===== src/rtl/core/lli_pkg.sv =====
// Shared types and constants for the line-line intersection pipeline.
package lli_pkg;

    localparam int COORD_W = 32;
    localparam int QBITS   = 42;          // quotient bits kept after the overflow pre-check
    localparam int PROD_W  = 96;          // |m| * |n| product width
    localparam int DM_W    = 64;          // |den| width
    localparam logic [QBITS:0] SAT_LIM = (QBITS+1)'(64'd1 << 40);

    localparam logic [1:0] ST_FOUND = 2'd0;
    localparam logic [1:0] ST_NONE  = 2'd1;
    localparam logic [1:0] ST_SAT   = 2'd2;

    typedef struct packed {
        logic signed [COORD_W-1:0] base;
        logic                      neg;
        logic                      byp;   // coordinate taken as-is from base
        logic                      ovf;   // quotient already known too large
        logic [DM_W-1:0]           dm;
        logic [DM_W-1:0]           rem;
        logic [QBITS-1:0]          pq;    // dividend bits out at top, quotient bits in at bottom
    } lane_t;

    typedef struct packed {
        lane_t x;
        lane_t y;
        logic  none;
    } div_t;

endpackage


===== src/rtl/core/lli_div_cell.sv =====
// One restoring-division cell: one quotient bit for each coordinate lane.
module lli_div_cell
    import lli_pkg::*;
(
    input  logic clk,
    input  logic rst_n,
    input  logic in_valid,
    output logic in_ready,
    input  div_t in_data,
    output logic out_valid,
    input  logic out_ready,
    output div_t out_data
);

    div_t data_reg;
    logic valid_reg;
    logic en;

    function automatic lane_t lane_step(input lane_t l);
        lane_t           r;
        logic [DM_W:0]   sh;
        logic [DM_W:0]   diff;
        r    = l;
        sh   = {l.rem, l.pq[QBITS-1]};
        diff = sh - {1'b0, l.dm};
        if (!diff[DM_W])
        begin
            r.rem = diff[DM_W-1:0];
            r.pq  = {l.pq[QBITS-2:0], 1'b1};
        end
        else
        begin
            r.rem = sh[DM_W-1:0];
            r.pq  = {l.pq[QBITS-2:0], 1'b0};
        end
        return r;
    endfunction

    assign en        = !valid_reg || out_ready;
    assign in_ready  = en;
    assign out_valid = valid_reg;
    assign out_data  = data_reg;

    always_ff @(posedge clk or negedge rst_n)
    begin
        if (!rst_n)
            valid_reg <= 1'b0;
        else if (en)
            valid_reg <= in_valid;
    end

    always_ff @(posedge clk)
    begin
        if (en && in_valid)
        begin
            data_reg.x    <= lane_step(in_data.x);
            data_reg.y    <= lane_step(in_data.y);
            data_reg.none <= in_data.none;
        end
    end

endmodule


===== config.mk =====
export PLATFORM = sky130hd
export DESIGN_NAME = lli_div_cell
export DESIGN_NICKNAME = d
export VERILOG_FILES = /design/src/rtl/core/lli_pkg.sv /design/src/rtl/core/lli_div_cell.sv
export SDC_FILE = /design/constraint.sdc
export NUM_CORES = 1
export LEC_CHECK = 0
export BUFFER_PORTS_ARGS = -buffer_cell sky130_fd_sc_hd__buf_2
export CORE_AREA = 2 2 319 321
export CTS_BUF_LIST = sky130_fd_sc_hd__clkbuf_8 sky130_fd_sc_hd__clkbuf_16
export DETAILED_ROUTE_END_ITERATION = 6
export DIE_AREA = 0 0 321 323
export GPL_TIMING_DRIVEN = 0
export PLACE_DENSITY_LB_ADDON = 0.08
export SETUP_SLACK_MARGIN = 0.1
export SLEW_MARGIN = 10
export SYNTH_ARGS = -nofsm -noshare
export SYNTH_HDL_FRONTEND = slang
export SYNTH_SLANG_ARGS = --single-unit

===== constraint.sdc =====
create_clock -name clk -period 22.8 [get_ports clk]
set_input_delay 2.28 -clock clk [delete_from_list [all_inputs] [get_ports clk]]
set_output_delay 2.28 -clock clk [all_outputs]
set_load 0.03 [all_outputs]

After elaboration in Yosys (flattened, before gate mapping):

Cells that the tools add are included.

* eq/ne operators: 0
* multiplexer cells: 2
* div/mod/pow operators: 0
* reduce and logical (&&, ||, !) cells: 3
* shift-type cells: 0
* multipliers: 0
* bitwise operators: 0
* magnitude comparators: 0
* add/subtract/negate cells: 2

Operators by type and width (number)
* 106-bit 2-to-1 mux: 2
* 65-bit by 64-bit subtractor with 65-bit output: 2
* 1-bit logical AND: 1
* 1-bit zero test: 1
* 1-bit logical OR: 1

* flip-flop bits (word level): 412
* bits in latches: 0
* bits in read-only memories: 0
* memory bits (writable): 0
* word-level logic and storage cells: 23
* memories: 0

Longest topological paths before layout:

* depth in word-level cells: 3
* depth in mapped cells: 17

Worst setup path before layout:

OpenSTA, ideal clock, no wires.

* path type: input -> register
* start: input out_ready
* end: register data_reg (netlist bit out_data[0]), enable pin
* buffers on the path: 0
* arrival: 11935 ps
* cell stages on the path: 2
* path slack: 10040 ps
* setup time: 825 ps
* path through: nand2b_1 and2_1

* word-level cells in the longest chain between the ends: 2

RTL lines
* start: declaration: RTL line lli_div_cell.sv:11 `input logic out_ready,`
* 1-bit logical OR: RTL line lli_div_cell.sv:39 `assign en = !valid_reg || out_ready;`
* 1-bit logical AND: RTL line lli_div_cell.sv:54 `if (en && in_valid)`
* end: declaration: RTL line lli_div_cell.sv:15 `div_t data_reg;`

No other way between the ends.
A chain may end at the register's enable or synchronous reset.

Final worst setup path:

* start: input in_data[136] (netlist name)
* end: register data_reg (netlist bit out_data[79]) (data pin)

* word-level cells in the longest chain between the ends: 2

RTL lines
* start: declaration: RTL line lli_div_cell.sv:9 `input div_t in_data,`
* 65-bit by 64-bit subtractor with 65-bit output: RTL line lli_div_cell.sv:25 `diff = sh - {1'b0, l.dm};`
* 106-bit 2-to-1 mux: RTL line lli_div_cell.sv:26 `if (!diff[DM_W])`

No other way between the ends.

==> flow_metrics.env <==
export IMPL_ctsResizeCount=0
export IMPL_synth_ff_type="edfxtp_1"
export IMPL_required_ns=23.22
export IMPL_reg2reg_from="out_valid$_DFFE_PN0N_"
export IMPL_power_density_nw_per_um2=77.34
export IMPL_status="finished, final reports clean"
export IMPL_drt_iter0_drc=902
export IMPL_p_leak_uw=0.01307
export IMPL_antenna_found_initial=23
export IMPL_place_inst=3962
export IMPL_wl_met2_um=42910
export IMPL_clock_skew_final_ns=0.01072
export IMPL_synth_edf_count=411
export IMPL_grt_usage=0.1550
export IMPL_hold_ws_ns=0.5697
export IMPL_setup_viol=0
export IMPL_stdcell_area_sq_um=29700
export IMPL_synth_area_sq_um=22120
export IMPL_cts_root_buffer="clkbuf_16"
export IMPL_cp_startpoint="in_data[136]"
export IMPL_regArea_sq_um=12370
export IMPL_grt_pass1_vias=18620
export IMPL_wirelength_um=84770
export IMPL_rsz0062_at_grt="no"
export IMPL_clk_pin_slew_ns=0.05
export IMPL_vias_per_cell=4.381
export IMPL_tns_ns=0
export IMPL_synth_seq_area_share=0.5591
export IMPL_m1WireLength_um=32750
export IMPL_clk_latency_ns=0.62
export IMPL_max_slew_worst_pin_slew_ns=0.9455
export IMPL_h_tree_depth=2
export IMPL_start_util=0.2196
export IMPL_yosysWarnings=0
export IMPL_postSynthCellCount=1819
export IMPL_min_delay_start="out_valid$_DFFE_PN0N_"
export IMPL_crit_path_start_kind="input port"
export IMPL_critPathCaptureType="flop"
export IMPL_criticalPathCategory="in -> reg"
export IMPL_place_hpwl_um=70090
export IMPL_clock_sinks=412
export IMPL_synth_seq_cells=412
export IMPL_grt_max_degree=67
export IMPL_drc=0
export IMPL_layout_common_cells="buf_2 (840), edfxtp_1 (411), inv_1 (173)"
export IMPL_drive_gt1_frac=0.3828
export IMPL_grt_pass1_wl_um=120500
export IMPL_final_nets=3252
export IMPL_wl_met3_um=7126
export IMPL_synthArstFlopShare=0.002427
export IMPL_avgSynthCellArea_sq_um=12.16
export IMPL_ant_nets=0
export IMPL_cts_setup_buffers=0
export IMPL_die_w_um=321
export IMPL_hold_class="reg -> reg"
export IMPL_cts_buffers=52
export IMPL_top_layer_used="met5"
export IMPL_place_congestion=0.8144
export IMPL_vias=17770
export IMPL_die_area_sq_um=103700
export IMPL_fillers=10680
export IMPL_ctsHoldBuffers=0
export IMPL_io_pins=828
export IMPL_syn_nets=2364
export IMPL_fin_crit_sh=0.2774
export IMPL_period_needed_ns=6.324
export IMPL_synthDistinctLibCells=81
export IMPL_dieHeight_um=323
export IMPL_arrival_ns=6.74
export IMPL_fin_util=0.2949
export IMPL_final_common_cell="buf_2"
export IMPL_globalRouteOverflowTotal=0
export IMPL_core_sq_um=100700
export IMPL_multiInputGateArea_sq_um=8770
export IMPL_wl_per_cell_um=20.90
export IMPL_placed_area_sq_um=28090
export IMPL_area_growth_synth_to_final_pct=34.28
export IMPL_hold_violations=0
export IMPL_port_buffers=827
export IMPL_maxSlewHeadroom=0.3643
export IMPL_rows=117
export IMPL_final_instance_count_excl_fill=4056
export IMPL_peakVddDrop_mv=0.05043
export IMPL_cts_buffer_depth=3
export IMPL_max_freq_mhz=158.1
export IMPL_crit_path_max_fanout=10
export IMPL_maxCapViolations=0
export IMPL_slew_viol_final=0
export IMPL_drt_pass1_iterations=6
export IMPL_cts_tree="yes"
final timing paths:
check,cells past startpoint,endpoint,slack [ns]
max in group asynchronous,1,out_valid$_DFFE_PN0N_,21.28
setup reg to reg,5,out_data[202]$_DFFE_PP_,20.27
hold / removal,2,out_valid$_DFFE_PN0N_,0.57
hold reg to reg,2,out_valid$_DFFE_PN0N_,0.57
setup / recovery,17,out_data[79]$_DFFE_PP_,16.48
min in group asynchronous,1,out_valid$_DFFE_PN0N_,1.43
metal layers:
layer  track usage  up-vias
met5             0        -
met4       0.04143       24
met3       0.05366      111
met2        0.2793      597
met1        0.1730     8496
li1              -     8542
cell type report:
class | count | share of cell area
Sequential cell | 412 | 0.4164
Multi-Input combinational cell | 1179 | 0.2953
Timing Repair Buffer | 834 | 0.1458
Tap cell | 1309 | 0.05514
Clock buffer | 53 | 0.04465
Inverter | 161 | 0.02077
Buffer | 67 | 0.01243
Clock inverter | 37 | 0.009225
Antenna cell | 4 | 0.0003370
synth_stat cells (all sizes together), types with 3 or more instances:
master     n  area (sq um)
a211o      5         43.79
a211oi     5         42.54
a21boi     6         45.05
a21o      86         645.6
a21oi    154         778.3
a221oi     5         43.79
a31o       3         26.28
a31oi     18         118.9
a41o       3         30.03
and2      12         75.07
and3       8         51.30
and4       4         35.03
buf       24         206.5
clkbuf    43         162.7
edfxtp   411         12340
ha       128          1602
inv      161         616.9
mux2     104          1318
mux2i      7         70.07
nand2    110         412.9
nand2b    13         81.33
nand3     19         95.09
nand4     37         231.5
nor2      72         270.3
nor2b     10         62.56
nor3      21         105.1
nor4       3         18.77
o2111ai    5         43.79
o211ai     9         67.56
o21a      12         90.09
o21ai    118         605.6
o21bai    23         172.7
o221ai     4         41.29
o31a       5         43.79
o31ai     13         97.59
o41ai      3         41.29
or2        5         33.78
or3        4         30.03
xnor2     76         665.6
xor2      45         394.1
power breakdown:
part | internal [uW] | switching (uW)
Sequential | 908 | 14.0
Clock | 462 | 334
Combinational | 214 | 366
Total | 1580 | 714
critical path, stage by stage:
cell and delay (ns):
buf_2 0.11, inv_1 0.04, ha_1 0.26, clkbuf_2 0.19, a21oi_1 0.16, o21ai_0 0.31
nor2_1 0.11, a31oi_1 0.47, nand4_1 0.21, o21ai_2 0.28, a21oi_2 0.15, o41ai_2 0.75
a41o_1 0.31, clkbuf_1 0.39, clkbuf_1 0.43, o21ai_0 0.13, o21ai_0 0.14
stage by stage:
step	power (uW)	setup WS [ns]
after floorplan	1340	10.04
final	2297	16.48
after CTS	2345	16.36
after detailed placement	1525	15.72
after global placement	1549	5.172
after global routing	2417	16.17
flip-flops by register name, summed over array words and instances, names as in the netlist:
name	cells
out_data	411
out_valid	1
kinds of logic after synthesis:
kind of cell,share of synthesized area
AO/OA/AOI/OAI,0.1407
XOR/XNOR,0.04791
adder cells (fa/ha/maj),0.07421
buffers and inverters,0.04457
flip-flops,0.5591
multiplexers,0.06273
AND/OR/NAND/NOR,0.07076
No activity file was read; power rests on OpenSTA's default activity.
