**src/rtl/core/lli_pkg.sv**
```systemverilog
// Shared types and constants for the line-line intersection pipeline.
package lli_pkg;

    localparam int COORD_W = 32;
    localparam int QBITS   = 42;          // quotient bits kept after the overflow pre-check
    localparam int PROD_W  = 96;          // |m| * |n| product width
    localparam int DM_W    = 64;          // |den| width
    localparam logic [QBITS:0] SAT_LIM = (QBITS+1)'(64'd1 << 40);

    localparam logic [1:0] ST_FOUND = 2'd0;
    localparam logic [1:0] ST_NONE  = 2'd1;
    localparam logic [1:0] ST_SAT   = 2'd2;

    typedef struct packed {
        logic signed [COORD_W-1:0] base;
        logic                      neg;
        logic                      byp;   // coordinate taken as-is from base
        logic                      ovf;   // quotient already known too large
        logic [DM_W-1:0]           dm;
        logic [DM_W-1:0]           rem;
        logic [QBITS-1:0]          pq;    // dividend bits out at top, quotient bits in at bottom
    } lane_t;

    typedef struct packed {
        lane_t x;
        lane_t y;
        logic  none;
    } div_t;

endpackage

```
**src/rtl/core/lli_back.sv**
```systemverilog
// Back end: round to nearest, add to base point, saturate, output register.
module lli_back
    import lli_pkg::*;
(
    input  logic        clk,
    input  logic        rst_n,
    input  logic        in_valid,
    output logic        in_ready,
    input  div_t        in_data,
    output logic        out_valid,
    input  logic        out_ready,
    output logic [1:0]  status,
    output logic [31:0] cross_x,
    output logic [31:0] cross_y
);

    logic               vg_reg;
    logic signed [31:0] gbase_reg [2];
    logic [40:0]        gq_reg    [2];
    logic               gneg_reg  [2];
    logic               gbyp_reg  [2];
    logic               gsat_reg  [2];
    logic               gnone_reg;

    logic               vh_reg;
    logic [1:0]         status_reg;
    logic [31:0]        x_reg, y_reg;

    logic en_g, en_h;
    assign en_h     = !vh_reg || out_ready;
    assign en_g     = !vg_reg || en_h;
    assign in_ready = en_g;
    assign out_valid = vh_reg;
    assign status   = status_reg;
    assign cross_x  = x_reg;
    assign cross_y  = y_reg;

    lane_t        ln    [2];
    logic [DM_W-1:0] half [2];
    logic [QBITS:0] q1  [2];

    always_comb
    begin
        ln[0] = in_data.x;
        ln[1] = in_data.y;
        for (int i = 0; i < 2; i++)
        begin
            half[i] = ln[i].dm - ln[i].rem;
            q1[i]   = {1'b0, ln[i].pq} + (QBITS+1)'(ln[i].rem >= half[i]);
        end
    end

    logic signed [42:0] v    [2];
    logic [31:0]        res  [2];
    logic               sat  [2];

    always_comb
    begin
        for (int i = 0; i < 2; i++)
        begin
            v[i] = gneg_reg[i] ? 43'(gbase_reg[i]) - $signed({2'b00, gq_reg[i]})
                               : 43'(gbase_reg[i]) + $signed({2'b00, gq_reg[i]});
            sat[i] = 1'b0;
            if (gbyp_reg[i])
                res[i] = gbase_reg[i];
            else if (gsat_reg[i])
            begin
                sat[i] = 1'b1;
                res[i] = gneg_reg[i] ? 32'h8000_0000 : 32'h7FFF_FFFF;
            end
            else if (!v[i][42] && (|v[i][41:31]))
            begin
                sat[i] = 1'b1;
                res[i] = 32'h7FFF_FFFF;
            end
            else if (v[i][42] && !(&v[i][41:31]))
            begin
                sat[i] = 1'b1;
                res[i] = 32'h8000_0000;
            end
            else
                res[i] = v[i][31:0];
        end
    end

    always_ff @(posedge clk or negedge rst_n)
    begin
        if (!rst_n)
        begin
            vg_reg <= 1'b0;
            vh_reg <= 1'b0;
        end
        else
        begin
            if (en_g) vg_reg <= in_valid;
            if (en_h) vh_reg <= vg_reg;
        end
    end

    always_ff @(posedge clk)
    begin
        if (en_g && in_valid)
        begin
            for (int i = 0; i < 2; i++)
            begin
                gbase_reg[i] <= ln[i].base;
                gneg_reg[i]  <= ln[i].neg;
                gbyp_reg[i]  <= ln[i].byp;
                gq_reg[i]    <= q1[i][40:0];
                gsat_reg[i]  <= ln[i].ovf || (q1[i] > SAT_LIM);
            end
            gnone_reg <= in_data.none;
        end
        if (en_h && vg_reg)
        begin
            if (gnone_reg)
            begin
                status_reg <= ST_NONE;
                x_reg      <= '0;
                y_reg      <= '0;
            end
            else
            begin
                status_reg <= (sat[0] || sat[1]) ? ST_SAT : ST_FOUND;
                x_reg      <= res[0];
                y_reg      <= res[1];
            end
        end
    end

endmodule

```
**config.mk**
```make
export PLATFORM = sky130hd
export DESIGN_NAME = lli_back
export DESIGN_NICKNAME = d
export VERILOG_FILES = /design/src/rtl/core/lli_pkg.sv /design/src/rtl/core/lli_back.sv
export SDC_FILE = /design/constraint.sdc
export NUM_CORES = 1
export LEC_CHECK = 0
export BUFFER_PORTS_ARGS = -buffer_cell sky130_fd_sc_hd__buf_4
export CAP_MARGIN = 20
export CORE_MARGIN = 5
export CORE_UTILIZATION = 55
export CTS_CLUSTER_DIAMETER = 200
export CTS_CLUSTER_SIZE = 16
export DETAILED_ROUTE_END_ITERATION = 12
export PLACE_DENSITY = 0.82
export SLEW_MARGIN = 20
export SYNTH_ARGS = -nofsm -noshare
export SYNTH_HDL_FRONTEND = slang
export SYNTH_SLANG_ARGS = --single-unit
```
**constraint.sdc**
```tcl
create_clock -name clk -period 9.3 [get_ports clk]
set_clock_uncertainty 0.1 [all_clocks]
set_input_delay 0.465 -clock clk [delete_from_list [all_inputs] [get_ports clk]]
set_output_delay 0.465 -clock clk [all_outputs]
set_load 0.01 [all_outputs]
```
Yosys cells after proc, flatten, opt, wreduce, memory -nomap -nowiden
Memories as Yosys holds them, arrays and structs flattened.
Cells that the tools add are included.
W data, S select, Z words.

operators by class
  reductions and logical operators = 21
  mux-type cells = 23
  add/sub/neg operators = 8
  order comparisons = 4

operators by type and width
  operator                number
  $mux W32                10
  $ge A64 B64 Y1          2
  $sub A64 B64 Y64        2
  $add A32 B42 Y43        2
  $add A42 B1 Y43         2
  $gt A43 B41 Y1 const B  2
  $mux W43                2
  $sub A32 B42 Y43        2
  $reduce_and A11 Y1      2
  $reduce_or A11 Y1       2
  $mux W1                 10
  $logic_and A1 B1 Y1     6
  $logic_not A1 Y1        6
  $logic_or A1 B1 Y1      5
  $mux W2                 1

word-level totals
  word-level logic and storage cells = 67
  input port bits = 415
  memories = 5
  output and inout bits = 68
  RAM bits = 152
  register bits after elaboration = 69

memories
  memory     depth  bits a word  read ports  clocked after Yosys merged registers in  wr ports  RTL line        RTL
  gq_reg     2      41           2           0                                        2         lli_back.sv:19  logic [40:0] gq_reg [2];
  gbase_reg  2      32           2           0                                        2         lli_back.sv:18  logic signed [31:0] gbase_reg [2];
  gbyp_reg   2      1            2           0                                        2         lli_back.sv:21  logic gbyp_reg [2];
  gneg_reg   2      1            2           0                                        2         lli_back.sv:20  logic gneg_reg [2];
  gsat_reg   2      1            2           0                                        2         lli_back.sv:22  logic gsat_reg [2];

Logic depth before layout (Yosys ltp)
  depth after elaboration = 11
  depth in mapped cells = 39

Worst setup path after synthesis
Ideal clock, no wire load.

  kind = input-to-reg
  start point = input in_data[255] (netlist bit)
  end point = memory gsat_reg[0][0] (data pin)
  data required time = 8.941 ns
  setup time = 0.259 ns
  buffers on the path = 1
  setup slack = 2.042 ns
  stages on the path = 33
  data arrival time = 6.899 ns
  path through = inv_1 ha_1 clkbuf_1 nand4_1 and3_1 o21a_1 o211ai_1 or3b_2 a211o_1 a21oi_1 o22ai_1 o21ai_0 a21oi_1 xor2_1 ha_1 nand2_1 nor2_1 nand3_1 or3_1 nor3_1 o21ai_0 nand2_1 ha_1 ha_1 nand3_1 nor3_1 nor2b_1 nand4_1 xnor2_1 nor4_1 and4b_1 nand4b_1 a211o_1

RTL lines
  what             RTL line        RTL
  start, declared  lli_back.sv:9   input div_t in_data,
  end, declared    lli_back.sv:22

==> summary.txt <==
Routing
  • DRC Markers: 0
  • WL/cell: 18.6 um
  • Pre-antenna DRT Iters: 5
  • Antenna Nets Post-Route: 0
  • Total number of vias: 26100
  • Drt total wl: 80900 um
  • Via/cell ratio: 6.00
  • First DRT Iteration DRCs: 2132

Setup path
  • CP max-delay cell: or3b_2
  • RR Endpoint: cross_x[10]
  • Worst Path Required: 9.47 ns
  • CP endpoint kind: flip-flop
  • CP max stage delay: 0.54 ns
  • Max FO, Critical Path: 6
  • Worst R2R Start: gq_reg[0][2]
  • Startpoint class of the critical path: primary input
  • Worst R2R Path Depth: 24
  • Reg2Reg Setup Slack: 2.13 ns
  • Most common cell on crit path: ha_1
  • Crit path arrival time: 8.20 ns
  • Crit path kind: in2reg

Floorplanning
  • Core area: 48800 um^2
  • DIE WIDTH: 232 um
  • Die height: 232 um
  • Initial Util: 0.555
  • Row count: 81
  • Die area: 53800 um^2
  • IO Count: 483

Layout
  • Design area: 31700 um^2
  • Final net count: 4428
  • Area Growth Syn to Fin: 17.1%
  • Share of layout cells above drive strength 1: 0.160
  • Fin cells: 4341
  • Max reg flops: 82
  • Fillers: 4218

Global route
  • Gr usage total: 0.283
  • Antenna violations before repair: 20
  • Number of global-route vias before repair: 24700
  • Global route overflow: 0
  • Largest net degree at the start of global routing: 67
  • First-pass GRT wire length: 126000 um

Clock tree
  • Clock Pin Slew Worst Setup and Hold Paths: 0.08 ns
  • Clk root buf: clkbuf_16
  • CTS max path bufs: 3
  • H-Tree Depth: 1
  • Clock sinks: 221
  • Total CTS buffers: 17
  • CTS tree: yes
  • Worst skew pair latency: 0.51 ns

STA
  • Unrepaired setup endpoints after global routing: no
  • Final setup vio count: 0
  • Max-slew violations: 0
  • WHS: 0.0318 ns
  • Slew @ Worst Pin: 1.02 ns
  • Slew HR: 0.323
  • Setup TNS: 0 ns
  • Post-route setup slack: 1.27 ns
  • Max Freq: 0.124 GHz
  • Minimum clock period: 8.03 ns
  • Count of final hold-check violations: 0
  • Post-route clock period utilization: 0.864

Placed design
  • Hpwl dp: 68000 um
  • Area post-placement: 31200 um^2
  • Gpl congestion: 0.978
  • Placed Cells: 4307
  • Post-Place Setup Slack: 0.773 ns
  • PortBufs: 482

Synthesis
  • Yosys Warn Count: 0
  • Mean Syn Cell Area: 8.33 um^2
  • Synth area leaders: edfxtp_1, ha_1, xnor2_1, a21oi_1, a21o_1
  • Post-Syn Instances: 3253
  • Post-synthesis sequential area ratio: 0.245
  • Async set or reset register ratio after synthesis: 0.00905
  • Mapped cell area: 27100 um^2
  • Post-synth top area share: 0.243
  • Net count after synthesis: 4018
  • Most used DFF post-synth: edfxtp_1
  • Netlist cell types: 91
  • EDFF count, synth: 219
  • Yosys reg bits: 221
  • Yosys top cell by area: edfxtp_1

Hold path
  • Hold depth: 1
  • Hold Crit Start: in_data[405]
  • Hold Path End: gbase_reg[0][26]
  • HP Class: in2reg

Flow run
  • Max-cap viol count: 0

Pwr
  • Max IR drop VDD: 0.0776 mV
  • Power Dens Cells: 125 nW/um^2
  • P_leak: 14.1 nW

Status
  • Status: finished, final reports clean
-- timing repair --
action / 4_1_cts / 5_1_grt
resized for setup: 0 / 0
endpoints found under the hold margin: 2 / 0
buffers inserted: 0 / 0
hold buffers: 1 / 0
-- power breakdown --
part,internal (mW),switching [mW],total [mW]
logic,0.903,1.15,2.06
clock network,0.325,0.331,0.656
registers,1.19,0.0533,1.25
-- metal layers --
metal	global-route usage	up-vias	share of wire
met1	0.375	12000	0.42
met4	0.106	10	0.039
met2	0.470	1002	0.46
met5	0	-	0.00085
met3	0.0446	165	0.078
li1	-	12800	-
-- cell type report --
class	instances	area [um^2]	share of cell area
Antenna cell	15	37.5	0.00118
Clock buffer	17	425	0.0134
Clock inverter	1	5.00	0.000158
Inverter	256	961	0.0303
Multi-Input combinational cell	2672	19100	0.603
Sequential cell	221	6630	0.209
Tap cell	664	831	0.0262
Timing Repair Buffer	495	3720	0.117
-- through the flow --
step | total power [mW] | utilization
detailed placement | 3.29 | 0.640
CTS | 3.95 | 0.649
floorplan | 2.69 | -
finish | 3.96 | 0.649
global placement | 3.26 | 0.640
global route | 4.23 | 0.649
-- cell usage after synthesis (37+ instances only) --
cell / instances
or3_1: 37
ha_1: 346
clkbuf_1: 85
a21o_1: 153
edfxtp_1: 219
nor2_1: 223
xor2_1: 113
o21ai_0: 152
xnor2_1: 241
a21oi_1: 294
nor2b_1: 61
nand2b_1: 51
nand4_1: 87
nand2_1: 229
inv_1: 256
o21bai_1: 44
nor3_1: 68
nand3_1: 91
-- worst max-delay path by stage --
stage                       startpoint              to  slack, ns  cells after the start
after floorplan           in_data[255]  gsat_reg[0][0]       2.04                     33
after global placement    in_data[248]  gsat_reg[0][0]       1.16                     34
after detailed placement  in_data[248]  gsat_reg[0][0]       0.77                     34
after CTS                 in_data[248]  gsat_reg[0][0]       1.27                     34
after global routing      in_data[248]  gsat_reg[0][0]       0.58                     34
final                     in_data[248]  gsat_reg[0][0]       1.27                     34
-- cell usage in the layout, fill, tap and decap left out, types with 37 or more instances in the layout --
cell      synthesis  final
buf_4             1    494
ha_1            346    346
a21oi_1         294    294
inv_1           256    256
xnor2_1         241    241
nand2_1         229    229
nor2_1          223    223
edfxtp_1        219    219
a21o_1          153    153
o21ai_0         152    152
xor2_1          113    113
nand3_1          91     91
nand4_1          87     87
nor3_1           68     68
nor2b_1          61     61
nand2b_1         51     51
o21bai_1         44     44
or3_1            37     37
-- critical path, delay by kind of cell --
kind                     cells  cell delay (ns)
AND/OR/NAND/NOR             14             3.36
adder cells (fa/ha/maj)      5             1.26
AO/OA/AOI/OAI               11             2.58
buffers and inverters        2             0.19
XOR/XNOR                     2             0.34
-- logic make-up after synthesis --
group | share of synthesized area
xor gates and xnor gates | 0.114
AOI/OAI and AO/OA | 0.235
muxes | 0.00282
adders and majority gates | 0.163
DFF | 0.245
buffers and inverters | 0.0512
and+or+nand+nor | 0.189
(Power assumes the default switching activity.)
